`config.mk`:
```
export PLATFORM = sky130hd
export DESIGN_NAME = rcp_front
export DESIGN_NICKNAME = d
export VERILOG_FILES = /design/src/hw/rtl/rcp_pkg.sv /design/src/hw/rtl/rcp_front.sv
export SDC_FILE = /design/constraint.sdc
export NUM_CORES = 1
export LEC_CHECK = 0
export ABC_AREA = 1
export BUFFER_PORTS_ARGS = -buffer_cell sky130_fd_sc_hd__buf_2
export CAP_MARGIN = 10
export CORE_MARGIN = 5
export CORE_UTILIZATION = 30
export CTS_BUF_LIST = sky130_fd_sc_hd__clkbuf_16
export CTS_CLUSTER_SIZE = 10
export DETAILED_ROUTE_END_ITERATION = 7
export GPL_TIMING_DRIVEN = 0
export PLACE_DENSITY = 0.51
export SLEW_MARGIN = 10
export SYNTH_ARGS = -nofsm -noshare
export SYNTH_HDL_FRONTEND = slang
export SYNTH_SLANG_ARGS = --single-unit
```
`constraint.sdc`:
```
create_clock -name clock -period 4.7 [get_ports clock]
set_input_delay 0.235 -clock clock [delete_from_list [all_inputs] [get_ports clock]]
set_output_delay 0.235 -clock clock [all_outputs]
set_load 0.02 [all_outputs]
```
`src/hw/rtl/rcp_pkg.sv`:
```
`timescale 1ns / 1ps

package rcp_pkg;

   // Configuration register indexes.
   typedef enum logic [7:0] {
      REG_NUMERATOR   = 8'd0,
      REG_DENOMINATOR = 8'd1,
      REG_Z_ANGLE     = 8'd2
   } reg_index_type;

   localparam logic signed [33:0] CordicGainQ30 = 34'sd652032874;
   localparam logic [31:0]        RadToTurnQ32  = 32'd683565276;
   localparam logic signed [15:0] Q15Max        = 16'sd32767;

   // Arctangent of 2^-i in turns, Q0.32.
   function automatic logic [31:0] atan_turns(input int i);
      logic [31:0] t;
      case (i)
         0: t = 32'h20000000;  1: t = 32'h12E4051E;  2: t = 32'h09FB385B;
         3: t = 32'h051111D4;  4: t = 32'h028B0D43;  5: t = 32'h0145D7E1;
         6: t = 32'h00A2F61E;  7: t = 32'h00517C55;  8: t = 32'h0028BE53;
         9: t = 32'h00145F2F;  10: t = 32'h000A2F98; 11: t = 32'h000517CC;
         12: t = 32'h00028BE6; 13: t = 32'h000145F3; 14: t = 32'h0000A2FA;
         15: t = 32'h0000517D; 16: t = 32'h000028BE; 17: t = 32'h0000145F;
         18: t = 32'h00000A30; 19: t = 32'h00000518; 20: t = 32'h0000028C;
         21: t = 32'h00000146; 22: t = 32'h000000A3; 23: t = 32'h00000051;
         default: t = 32'h0;
      endcase
      return t;
   endfunction

   // Round half up by 15 bits and saturate to +-32767.
   function automatic logic signed [15:0] round_sat(input logic signed [35:0] v);
      logic signed [35:0] s;
      s = (v + 36'sd16384) >>> 15;
      if (s > 36'sd32767) return Q15Max;
      if (s < -36'sd32767) return -Q15Max;
      return s[15:0];
   endfunction

   // Phases handed from the front part to the CORDIC back part.
   typedef struct packed {
      logic [31:0] th_ph;
      logic [31:0] rose_ph;
      logic [31:0] z_ph;
   } phase_word_type;

   typedef struct packed {
      logic signed [15:0] x_out;
      logic signed [15:0] y_out;
      logic signed [15:0] z_out;
      logic               at_origin;
   } result_word_type;

endpackage

```
`src/hw/rtl/rcp_front.sv`:
```
`timescale 1ns / 1ps

// Front part: turns a position into the three CORDIC phases over two stages.
module rcp_front #(
   parameter int ANGLE_BITS = 16
) (
   input  logic                         clock,
   input  logic                         reset,
   input  logic                         in_valid,
   output logic                         in_ready,
   input  logic [15:0]                  position,
   input  logic [7:0]                   numerator,
   input  logic [7:0]                   denominator,
   input  logic signed [7:0]            z_angle,
   output logic                         out_valid,
   input  logic                         out_ready,
   output rcp_pkg::phase_word_type      out_word
);
   logic        s1_valid_ff, s1_valid_in;
   logic [24:0] th_prod_ff, rose_prod_ff;
   logic [31:0] zmul_ff;
   logic        s2_valid_ff, s2_valid_in;
   rcp_pkg::phase_word_type s2_word_ff, s2_word_in;
   logic [7:0]  d_eff;
   logic        both_odd;
   logic        adv1, adv2;
   logic [39:0] z_full;
   logic [31:0] th_wide, rose_wide;

   // Stall control of the two front stages.
   assign adv2     = !s2_valid_ff || out_ready;
   assign adv1     = !s1_valid_ff || adv2;
   assign in_ready = adv1;

   // Stage one: products of position and the petal counts, and of z_angle and the turn scale.
   always_comb begin
      d_eff       = (denominator == 8'd0) ? 8'd1 : denominator;
      both_odd    = numerator[0] && d_eff[0];
      z_full      = 40'($signed(z_angle)) * 40'(rcp_pkg::RadToTurnQ32);
      s1_valid_in = adv1 ? in_valid : s1_valid_ff;
   end

   always_ff @(posedge clock) begin
      if (reset) begin
         s1_valid_ff <= 1'b0;
      end else begin
         s1_valid_ff <= s1_valid_in;
      end
      if (adv1 && in_valid) begin
         th_prod_ff   <= 25'(({17'd0, position} * 25'(d_eff)) << both_odd);
         rose_prod_ff <= 25'(({17'd0, position} * 25'(numerator)) << both_odd);
         zmul_ff      <= z_full[31:0];
      end
   end

   // Stage two: keep the top ANGLE_BITS fraction bits of each phase.
   // The products are padded below so that resolutions finer than 17 bits fit.
   always_comb begin
      th_wide            = {th_prod_ff, 7'd0};
      rose_wide          = {rose_prod_ff, 7'd0};
      s2_word_in.th_ph   = {th_wide[23:24-ANGLE_BITS], {(32-ANGLE_BITS){1'b0}}};
      s2_word_in.rose_ph = {rose_wide[23:24-ANGLE_BITS], {(32-ANGLE_BITS){1'b0}}};
      s2_word_in.z_ph    = {zmul_ff[31:32-ANGLE_BITS], {(32-ANGLE_BITS){1'b0}}};
      s2_valid_in        = adv2 ? s1_valid_ff : s2_valid_ff;
   end

   always_ff @(posedge clock) begin
      if (reset) begin
         s2_valid_ff <= 1'b0;
      end else begin
         s2_valid_ff <= s2_valid_in;
      end
      if (adv2 && s1_valid_ff) begin
         s2_word_ff <= s2_word_in;
      end
   end

   assign out_valid = s2_valid_ff;
   assign out_word  = s2_word_ff;
endmodule

```
==> results.sh <==
export IMPL_outcome="finished, violations left"
export IMPL_violations="setup timing"
export IMPL_dpl_hpwl_microns=32580
export IMPL_synth_area_leaders="fa_1 (27%), edfxtp_1 (19%), ha_1 (16%), inv_1 (12%), nand2_1 (10%)"
export IMPL_critPathKind="input pin to flop"
export IMPL_core_sq_mm=0.05120
export IMPL_post_drt_wl_per_cell_microns=14.48
export IMPL_firstDrtPassIters=5
export IMPL_crit_path_start_kind="input pin"
export IMPL_crit_top_cell="fa_1"
export IMPL_via_per_inst=4.366
export IMPL_crit_fanout=6
export IMPL_ys_warn_count=0
export IMPL_final_antenna_net_count=0
export IMPL_tightest_slew_ns=0.6422
export IMPL_drc_errors=0
export IMPL_crit_family="adder cells"
export IMPL_setup_viol=3
export IMPL_ys_ff_latch=98
export IMPL_hold_violations=0
export IMPL_seq_area_sq_mm=0.002923
export IMPL_drv_slew=0
export IMPL_grt_overflow_total=0
export IMPL_grt_start_max_net_pins=38
export IMPL_clk_path_buf_depth=2
export IMPL_ir_worst_vdd_v=0.0005842
export IMPL_clk_pin_slew_ns=0.08
export IMPL_die_h_microns=237.1
export IMPL_cap_violations=0
export IMPL_relSlewSlack_pct=57.18
export IMPL_most_common_layout_cells="inv_1 (460), nand2_1 (410), fa_1 (203)"
export IMPL_period_minus_slack_ns=4.730
export IMPL_routabilityCongestion=0.8358
export IMPL_cp_cell_sequence="buf_12, inv_8, fa_1, inv_1, fa_1, ha_2, fa_1, inv_2, fa_1, fa_1, fa_1, inv_1, ha_4, nand2_2, nor2_4, nand2_2, nor4_2, nand2_1, nand3_2, inv_1, nand2_2, nand2_2"
export IMPL_placed_cell_area_sq_mm=0.01703
export IMPL_fin_skew_ns=0.01085
export IMPL_cts_tree="built"
export IMPL_multi_input_area_sq_mm=0.01074
export IMPL_cp_end_kind="flop"
export IMPL_grt_setup_unrepaired="yes"
export IMPL_finish_net_count=2442
export IMPL_cts_sinks=98
export IMPL_die_area_sq_mm=0.05623
export IMPL_synth_cell_types=37
export IMPL_h_tree_depth=3
export IMPL_routed_wl_microns=38770
export IMPL_grt_pass1_vias=12300
export IMPL_p_total_mw=12.18
export IMPL_ys_seq_area_share_pct=18.89
export IMPL_io_buffers=76
export IMPL_syn_inst=1845
export IMPL_antenna_found_initial=0
export IMPL_fin_ws_ns=-0.03035
export IMPL_mostFrequentLayoutCell="inv_1"
export IMPL_areaGrowthSynthToFinish_pct=16.10
export IMPL_cts_made_buffers=9
export IMPL_drt_initial_drc_count=566
export IMPL_globalRouteTotalUtil_pct=13.95
export IMPL_vias=11690
export IMPL_cts_root_buf="clkbuf_16"
export IMPL_cp_required_ns=4.81
export IMPL_hold_buffers=0
export IMPL_grt_pass1_wl_microns=63880
export IMPL_io_pins=142
export IMPL_fmax_ghz=0.2114
export IMPL_period_share_pct=100.6
export IMPL_die_w_microns=237.1
export IMPL_syn_avg_cell_area_sq_um=8.387
export IMPL_crit_buf_inv=6
export IMPL_synthDominantCellAreaShare_pct=27.17
export IMPL_antenna_cells=0
export IMPL_crit_path_top_delay_cell="fa_1"
export IMPL_p_leak_nw=9.811
export IMPL_rows=83
export IMPL_hold_class="input pin to flop"
export IMPL_powerDensity_mw_per_mm2=678.1
export IMPL_final_util_pct=35.09
export IMPL_drive_above_1_share_pct=13.97
export IMPL_max_stage_delay_ns=0.52
export IMPL_stdcell_area_sq_mm=0.01797
export IMPL_syn_area_sq_mm=0.01547
export IMPL_timing_setup_tns_ns=-0.04945
export IMPL_start_util_pct=30.23
export IMPL_arrival_ns=4.84
export IMPL_fill_cells=5290
export IMPL_yosys_area_top_type="fa_1"
export IMPL_clk_latency_ns=0.35
worst paths after layout:
check | start | cells after the start | endpoint | slack, ns
max reg2reg | s1_valid_ff | 4 | out_word[49] | 3.21
max | z_angle[1] | 22 | zmul_ff[31] | -0.03
min | reset | 2 | out_valid | 0.05
min reg2reg | th_prod_ff[2] | 0 | out_word[81] | 0.41
cells by family (layout without fill, tap and decap cells):
group                      after synthesis  count (layout)  synth area share [%]
and+or+nand+nor                        597             597                 15.79
buffers and inverters                  578             683                 15.58
adders and majority gates              406             406                 43.01
AOI/OAI and AO/OA                      125             125                 4.439
DFF                                     98              98                 18.89
xor gates and xnor gates                40              40                 2.264
other                                    1              48               0.02423
report_power, final:
group,leakage [nW],switching (mW),internal [mW]
combinational,8.72,5.95,3.86
clock,0.150,0.360,0.379
sequential,0.939,0.0743,1.56
total,9.81,6.38,5.80
layout make-up:
| type | instances | share of cell area (%) |
|---|---|---|
| Buffer | 93 | 3.392 |
| Clock buffer | 9 | 1.254 |
| Clock inverter | 7 | 0.4527 |
| Inverter | 479 | 10.17 |
| Multi-Input combinational cell | 1216 | 59.76 |
| Sequential cell | 98 | 16.27 |
| Tap cell | 680 | 4.736 |
| Timing Repair Buffer | 95 | 3.963 |
synthesized netlist by cell type (all sizes together):
library cell  number
a21boi             1
a21o               7
a21oi             58
a31o               2
a31oi              3
buf               65
clkbuf            34
clkinv             2
conb               1
dfxtp              2
edfxtp            96
fa               210
ha               196
inv              477
nand2            421
nand3             74
nand3b             7
nand4             10
nor2              68
nor3              11
nor4               3
o211ai             1
o21ai             42
o21bai             9
o31ai              2
or2                3
xnor2             20
xor2              20
routing by layer:
layer	vias up	part of all wire [%]	GRT usage, %
met5	-	0	0
met4	0	1.9	3.481
met3	38	3.1	1.549
met2	204	47	23.52
met1	5673	48	19.25
li1	5774	-	-
flip-flops by register name (all words and copies together), names as in the netlist:
name,count
out_valid,1
out_word,48
rose_prod_ff,16
s1_valid_ff,1
th_prod_ff,16
zmul_ff,16
repair_timing:
item,4_1_cts,5_1_grt
pin swaps,12,23
buffers inserted,5,9
cloned,1,1
resized for setup,52,102
endpoints found under the setup margin,23,25
stage by stage:
| step | instances | hold slack [ns] | setup slack (ns) |
|---|---|---|---|
| 3_5_place_dp | 2651 | 0.4045 | -2.050 |
| 3_3_place_gp | 2648 | 0.4011 | -2.014 |
| 6_report | 2677 | 0.04678 | -0.03035 |
| 2_1_floorplan | 1892 | 0.3041 | -0.04139 |
| 4_1_cts | 2673 | 0.03517 | -0.09757 |
| 5_1_grt | 2677 | 0.04510 | -0.2176 |
Note: power is estimated with default switching activity, not from simulation.
