[src/hw/rtl/rcp_pkg.sv]
`timescale 1ns / 1ps

package rcp_pkg;

   // Configuration register indexes.
   typedef enum logic [7:0] {
      REG_NUMERATOR   = 8'd0,
      REG_DENOMINATOR = 8'd1,
      REG_Z_ANGLE     = 8'd2
   } reg_index_type;

   localparam logic signed [33:0] CordicGainQ30 = 34'sd652032874;
   localparam logic [31:0]        RadToTurnQ32  = 32'd683565276;
   localparam logic signed [15:0] Q15Max        = 16'sd32767;

   // Arctangent of 2^-i in turns, Q0.32.
   function automatic logic [31:0] atan_turns(input int i);
      logic [31:0] t;
      case (i)
         0: t = 32'h20000000;  1: t = 32'h12E4051E;  2: t = 32'h09FB385B;
         3: t = 32'h051111D4;  4: t = 32'h028B0D43;  5: t = 32'h0145D7E1;
         6: t = 32'h00A2F61E;  7: t = 32'h00517C55;  8: t = 32'h0028BE53;
         9: t = 32'h00145F2F;  10: t = 32'h000A2F98; 11: t = 32'h000517CC;
         12: t = 32'h00028BE6; 13: t = 32'h000145F3; 14: t = 32'h0000A2FA;
         15: t = 32'h0000517D; 16: t = 32'h000028BE; 17: t = 32'h0000145F;
         18: t = 32'h00000A30; 19: t = 32'h00000518; 20: t = 32'h0000028C;
         21: t = 32'h00000146; 22: t = 32'h000000A3; 23: t = 32'h00000051;
         default: t = 32'h0;
      endcase
      return t;
   endfunction

   // Round half up by 15 bits and saturate to +-32767.
   function automatic logic signed [15:0] round_sat(input logic signed [35:0] v);
      logic signed [35:0] s;
      s = (v + 36'sd16384) >>> 15;
      if (s > 36'sd32767) return Q15Max;
      if (s < -36'sd32767) return -Q15Max;
      return s[15:0];
   endfunction

   // Phases handed from the front part to the CORDIC back part.
   typedef struct packed {
      logic [31:0] th_ph;
      logic [31:0] rose_ph;
      logic [31:0] z_ph;
   } phase_word_type;

   typedef struct packed {
      logic signed [15:0] x_out;
      logic signed [15:0] y_out;
      logic signed [15:0] z_out;
      logic               at_origin;
   } result_word_type;

endpackage

[src/hw/rtl/rcp_queue.sv]
`timescale 1ns / 1ps

// Two-entry queue between the front and the back part.
module rcp_queue (
   input  logic                    clock,
   input  logic                    reset,
   input  logic                    in_valid,
   output logic                    in_ready,
   input  rcp_pkg::phase_word_type in_word,
   output logic                    out_valid,
   input  logic                    out_ready,
   output rcp_pkg::phase_word_type out_word
);
   rcp_pkg::phase_word_type mem_ff [2];
   logic       wr_ff, wr_in, rd_ff, rd_in;
   logic [1:0] cnt_ff, cnt_in;
   logic       push, pop;

   assign in_ready  = cnt_ff != 2'd2;
   assign out_valid = cnt_ff != 2'd0;
   assign push      = in_valid && in_ready;
   assign pop       = out_valid && out_ready;
   assign out_word  = mem_ff[rd_ff];

   // Pointer and fill count update.
   always_comb begin
      wr_in  = wr_ff ^ push;
      rd_in  = rd_ff ^ pop;
      cnt_in = cnt_ff + 2'(push) - 2'(pop);
   end

   always_ff @(posedge clock) begin
      if (reset) begin
         wr_ff  <= 1'b0;
         rd_ff  <= 1'b0;
         cnt_ff <= 2'd0;
      end else begin
         wr_ff  <= wr_in;
         rd_ff  <= rd_in;
         cnt_ff <= cnt_in;
      end
      if (push) begin
         mem_ff[wr_ff] <= in_word;
      end
   end
endmodule

[config.mk]
export PLATFORM = sky130hd
export DESIGN_NAME = rcp_queue
export DESIGN_NICKNAME = d
export VERILOG_FILES = /design/src/hw/rtl/rcp_pkg.sv /design/src/hw/rtl/rcp_queue.sv
export SDC_FILE = /design/constraint.sdc
export NUM_CORES = 1
export LEC_CHECK = 0
export ABC_AREA = 1
export BUFFER_PORTS_ARGS = -buffer_cell sky130_fd_sc_hd__buf_2
export CAP_MARGIN = 20
export CORE_UTILIZATION = 35
export DETAILED_ROUTE_END_ITERATION = 10
export SLEW_MARGIN = 20
export SYNTH_ARGS = -nofsm -noshare
export SYNTH_HDL_FRONTEND = slang
export SYNTH_SLANG_ARGS = --single-unit
export TNS_END_PERCENT = 30
[constraint.sdc]
create_clock -name clock -period 11.25 [get_ports clock]
set_input_delay 2.25 -clock clock [delete_from_list [all_inputs] [get_ports clock]]
set_output_delay 2.25 -clock clock [all_outputs]
set_load 0.01 [all_outputs]
==> results of run 1 <==
-- Yosys cell counts --
library cell,number
nand3_1,1
nor3_1,1
inv_1,9
a21oi_1,1
edfxtp_1,192
buf_8,1
o21ai_0,1
buf_6,4
nand2_2,10
buf_2,14
dfxtp_1,4
nand2_1,284
nor2_1,7
buf_4,2
xnor2_1,1
inv_4,1
ha_1,2
-- worst paths after layout --
check	from	endpoint	slack [ps]	cells past startpoint
min	cnt_ff[0]	cnt_ff[0]	630	3
min reg2reg	cnt_ff[0]	cnt_ff[0]	630	3
max	rd_ff	out_word[35]	6870	4
max reg2reg	cnt_ff[0]	mem_ff[1][7]	8590	5
-- flip-flops by register name, summed over array words and instances, names as in the netlist --
| name | flops |
|---|---|
| mem_ff | 192 |
| cnt_ff | 2 |
| rd_ff | 1 |
| wr_ff | 1 |
-- worst register-to-register path: stages, from the launching register on --
cell     delay (ps)
dfxtp_1         350
inv_1            50
nand2_1          60
nand2_1         160
nor2_4          800
buf_4           820
-- per-layer routing --
layer	GRT usage [%]	vias to the layer above	part of all wire (%)	wire length, µm
li1	-	2191	-	-
met4	4.579	0	1.1	157
met1	15.56	2053	41	5855
met5	0	-	0	0
met2	24.09	122	52	7285
met3	4.138	10	5.9	832
-- metrics by stage --
step                      total power (W)  cells  worst slack [ps]  instance area (µm²)
final                            0.002122   1016              6867                 9055
after global placement           0.001541    984              6658                 8464
after floorplan                  0.001333    535              4323                 7239
after global routing             0.002244   1015              6688                 9052
after CTS                        0.002160   1015              6753                 9050
after detailed placement         0.001549    984              6632                 8464
-- logic make-up (layout without fill, tap and decap cells) --
| logic type | Yosys count | in the layout | share of synthesized area, % |
|---|---|---|---|
| buffers and inverters | 31 | 241 | 2.558 |
| AND/OR/NAND/NOR | 303 | 303 | 16.09 |
| XOR/XNOR | 1 | 1 | 0.1210 |
| other | 0 | 1 | 0 |
| flip-flops | 196 | 196 | 80.75 |
| AO/OA/AOI/OAI | 2 | 2 | 0.1381 |
| adder cells (fa/ha/maj) | 2 | 2 | 0.3456 |
-- where the power goes --
part | internal, W | leakage (nW) | total [W] | switching (W)
clock | 0.000350 | 0.279 | 0.000605 | 0.000255
sequential | 0.000949 | 1.83 | 0.000988 | 0.0000397
combinational | 0.000176 | 1.72 | 0.000529 | 0.000352
total | 0.00147 | 3.82 | 0.00212 | 0.000647
-- final cells by class --
cell class,instances,area (µm²)
antenna,1,2.502
fill,1862,11180
clock buffer,19,432.9
clock inverter,12,152.6
inverter,10,42.54
tap,270,337.8
multi-input combinational,308,1229
sequential,196,5849
timing repair buffer,200,1008
==> flow_summary.ini, run 1 <==
[run_status]
status = completed

[place]
place.gp.congestion = 0.7225
place_hpwl_mm = 8.551
port_buffers = 197

[floorplan]
ios = 198
initial_core_util_pct = 35.78
die_w_um = 145.8
core.rowCount = 52
coreArea_mm2 = 0.02023
dieArea_mm2 = 0.02126
die-height_um = 145.8

[route]
firstDrtPassIters = 4
routed_via_density = 4.307
vias = 4376
wl_mm = 14.13
drc_errors = 0
routedWlPerCell_um = 13.91
final_antenna_net_count = 0
dr.first_iter.drc_count = 216

[final_layout]
final_cell_mix = nand2_1 (284), buf_2 (197), edfxtp_1 (192)
fin_util_pct = 44.75
drive_gt1_share_pct = 32.35
final_common_cell = nand2_1
nets = 835
area_growth_pct = 25.08

[clocking]
cts-root-buf = clkbuf_16
clkTransAtPathRegs_ps = 70
clk_latency_ps = 420
cts_max_level = 4
clock_path_buffers = 2
cts_tree = done
cts_setup_buffers = 0
cts.sinks = 196
cts_resized = 0
cts_hold_buf = 0
cts_buffers = 17

[sta]
slew_viol_final = 0
hold_viol_final = 0
worst_pin_slew_ps = 1004
setup_violations = 0
max_slew_margin_pct = 32.92
timing.final.crit_share_pct = 38.96
rsz0062_at_grt = no
fin_crit_ps = 4383
finalSetupTns_ps = 0
timing.fmax_mhz = 228.1
finClkSkew_ps = 7.361
fin_hold_ws_ps = 626.0

[setup_path]
crit_path_cell_trace = buf_4 > nand2_1 > nand2_1 > buf_2
endpoint_kind = output pin
slowest_delay_ps = 640
path_common_cell = nand2_1
critPathKind = register to output pin
worstPathRequired_ps = 9000
critPathTopFamily = buffers and inverters
crit_buf_inv = 2
cp_data_arrival_time_ps = 2130
crit_path_max_fanout = 65
slowest_stage = buf_4
cp-start-kind = register

[synth]
yosysSeqAreaShare_pct = 80.75
syn_inst = 535
synth_area_leaders = edfxtp_1 (80%), nand2_1 (15%), dfxtp_1 (1.1%)
synth_top_area_share_pct = 79.64
yosysWarnings = 0
yosysUniqueCellTypes = 17
synth_area_mm2 = 0.007239
synth_nets = 637
yosys.area.top_type = edfxtp_1
syn_area_per_cell_um2 = 13.53
synth_seq_cells = 196

[grt]
grt_overflow = 0
gr-usage-all-layers_pct = 13.60
grt_pass1_vias = 4232
grt_antenna_before_repair = 1
grt_first_pass_wirelength_mm = 21.92
grt_max_degree = 98

[worst_hold_path]
hold_path.class = register to register

[pwr]
ir_drop_mv = 0.1281
total_leakage_power_nw = 3.822
p_per_area_mw_per_mm2 = 234.3

[flow_run]
cap_violations = 0
Note: power is estimated with default switching activity, not from simulation.
==> run 2, diff against run 1 <==
Clock period 11.25 ns to 3.8 ns, I/O delays scaled along.
==> run 2 against run 1 <==
Cell area rose by 1.5%. Routed wire length down 1.8%. Sequential share of layout area shrank 0.93 points. Critical path depth up 1. Global-route usage fell by 0.12 points. Hold slack got worse by 100 ps.
==> flow_summary.ini, run 2 (synthesis results as in run 1) <==
[final_layout]
drive_gt1_share_pct = 33.33
final_common_cell = nand2_1
largest_reg_flops = 192
largestRegisters = mem_ff x192, cnt_ff x2
nFillCells = 1828
largest-register = mem_ff
final_cell_mix = nand2_1 (284), buf_2 (197), edfxtp_1 (192)
area_growth_pct = 26.91
nets = 839

[place]
place.gp.congestion = 0.7014
port_buffers = 197
place_hpwl_mm = 8.639

[setup_path]
crit_path_max_fanout = 53
cp_data_arrival_time_ps = 2200
critPathKind = register to output pin
cp-start-kind = register
worstPathRequired_ps = 3040
endpoint_kind = output pin

[clocking]
cts-root-buf = clkbuf_16
clkTransAtPathRegs_ps = 70
clk_latency_ps = 420
cts_hold_buf = 0
clock_path_buffers = 2
cts_buffers = 17
cts_resized = 0
cts.sinks = 196
cts_max_level = 4
cts_tree = done
cts_setup_buffers = 0

[pwr]
p_per_area_mw_per_mm2 = 708.2
clkPwrFrac_pct = 30.6
swShare_pct = 30.14
p_sw_w = 0.001961
power_w = 0.006507
p_int_w = 0.004546
total_leakage_power_nw = 3.896
seqPwrFrac_pct = 45.2
combPwrFrac_pct = 24.3
ir_drop_mv = 0.3207

[run_status]
status = completed

[grt]
grt_first_pass_wirelength_mm = 21.75
grt_max_degree = 54
grt_overflow = 0
grt_pass1_vias = 4224
gr-usage-all-layers_pct = 13.47
grt_antenna_before_repair = 1

[route]
vias = 4385
final_antenna_net_count = 0
routedWlPerCell_um = 13.59
drc_errors = 0
routed_via_density = 4.295
wl_mm = 13.87
dr.first_iter.drc_count = 217
firstDrtPassIters = 4

[sta]
setup_violations = 0
finClkSkew_ps = 8.021
rsz0062_at_grt = no
timing.fmax_mhz = 337.4
slew_viol_final = 0
worst_pin_slew_ps = 712.0
fin_crit_ps = 2964
hold_viol_final = 0
timing.final.crit_share_pct = 78.00
max_slew_margin_pct = 52.53
finalSetupTns_ps = 0

[floorplan]
coreArea_mm2 = 0.02023
core.rowCount = 52
die_w_um = 145.8
initial_core_util_pct = 35.78
ios = 198
dieArea_mm2 = 0.02126
die-height_um = 145.8

[worst_hold_path]
hold_path.class = primary input to register

[flow_run]
cap_violations = 0
[run 2: cell types whose count changed in the layout (fill, tap and decap cells not counted), moves of 2 or more]
cell and delta:
inv_8 +3, buf_12 +2, buf_4 +2, bufinv_16 +2, clkbuf_1 -2, clkinv_1 -2
[run 2: layout make-up]
| cell class | instances | area [µm²] | area share (%) |
|---|---|---|---|
| Clock buffer | 17 | 425.4 | 4.630 |
| Clock inverter | 15 | 240.2 | 2.615 |
| Timing Repair Buffer | 204 | 1064 | 11.58 |
| Inverter | 10 | 40.04 | 0.4358 |
| Sequential cell | 196 | 5849 | 63.67 |
| Tap cell | 270 | 337.8 | 3.677 |
| Multi-Input combinational cell | 308 | 1229 | 13.37 |
| Antenna cell | 1 | 2.502 | 0.02724 |
[run 2: path summary, 6_finish.rpt]
path              cells past startpoint            end       from  slack, ps
setup / recovery                      5   out_word[34]      rd_ff        840
hold reg to reg                       3      cnt_ff[0]  cnt_ff[0]        630
hold / removal                        2          wr_ff      reset        520
setup reg to reg                      6  mem_ff[0][28]  cnt_ff[0]       1750
[run 2: critical path, cell delays in order, from the launching register on]
cell	delay, ps
dfxtp_4	770
inv_4	380
buf_12	300
nand2_1	90
nand2_1	60
buf_2	140
[run 2: layer usage]
metal / vias up / global-route usage [%] / share of wire (%)
li1: 2205 / - / -
met1: 2026 / 16.35 / 42
met2: 144 / 22.11 / 49
met3: 10 / 5.329 / 7.9
met4: 0 / 4.053 / 1.1
met5: - / 0 / 0
[run 2: through the flow]
step / setup WS (ps) / cells / hold slack, ps / cell area [µm²] / util [%]
2_1_floorplan: 83.53 / 535 / 577.5 / 7247 / -
3_3_place_gp: 1237 / 988 / 598.6 / 8519 / 42.10
3_5_place_dp: 1218 / 988 / 635.3 / 8519 / 42.10
4_1_cts: 754.2 / 1020 / 503.1 / 9185 / 45.39
5_1_grt: 638.0 / 1020 / 503.3 / 9185 / 45.39
6_report: 835.8 / 1021 / 523.0 / 9188 / 45.41
[run 2: power groups by stage]
| stage | Sequential, W | Clock [W] | Combinational, W |
|---|---|---|---|
| 2_1_floorplan | 0.00294 | 0 | 0.000991 |
| 3_3_place_gp | 0.00298 | 0 | 0.00161 |
| 3_5_place_dp | 0.00299 | 0 | 0.00162 |
| 4_1_cts | 0.00294 | 0.00204 | 0.00162 |
| 5_1_grt | 0.00298 | 0.00212 | 0.00179 |
| 6_report | 0.00294 | 0.00199 | 0.00158 |
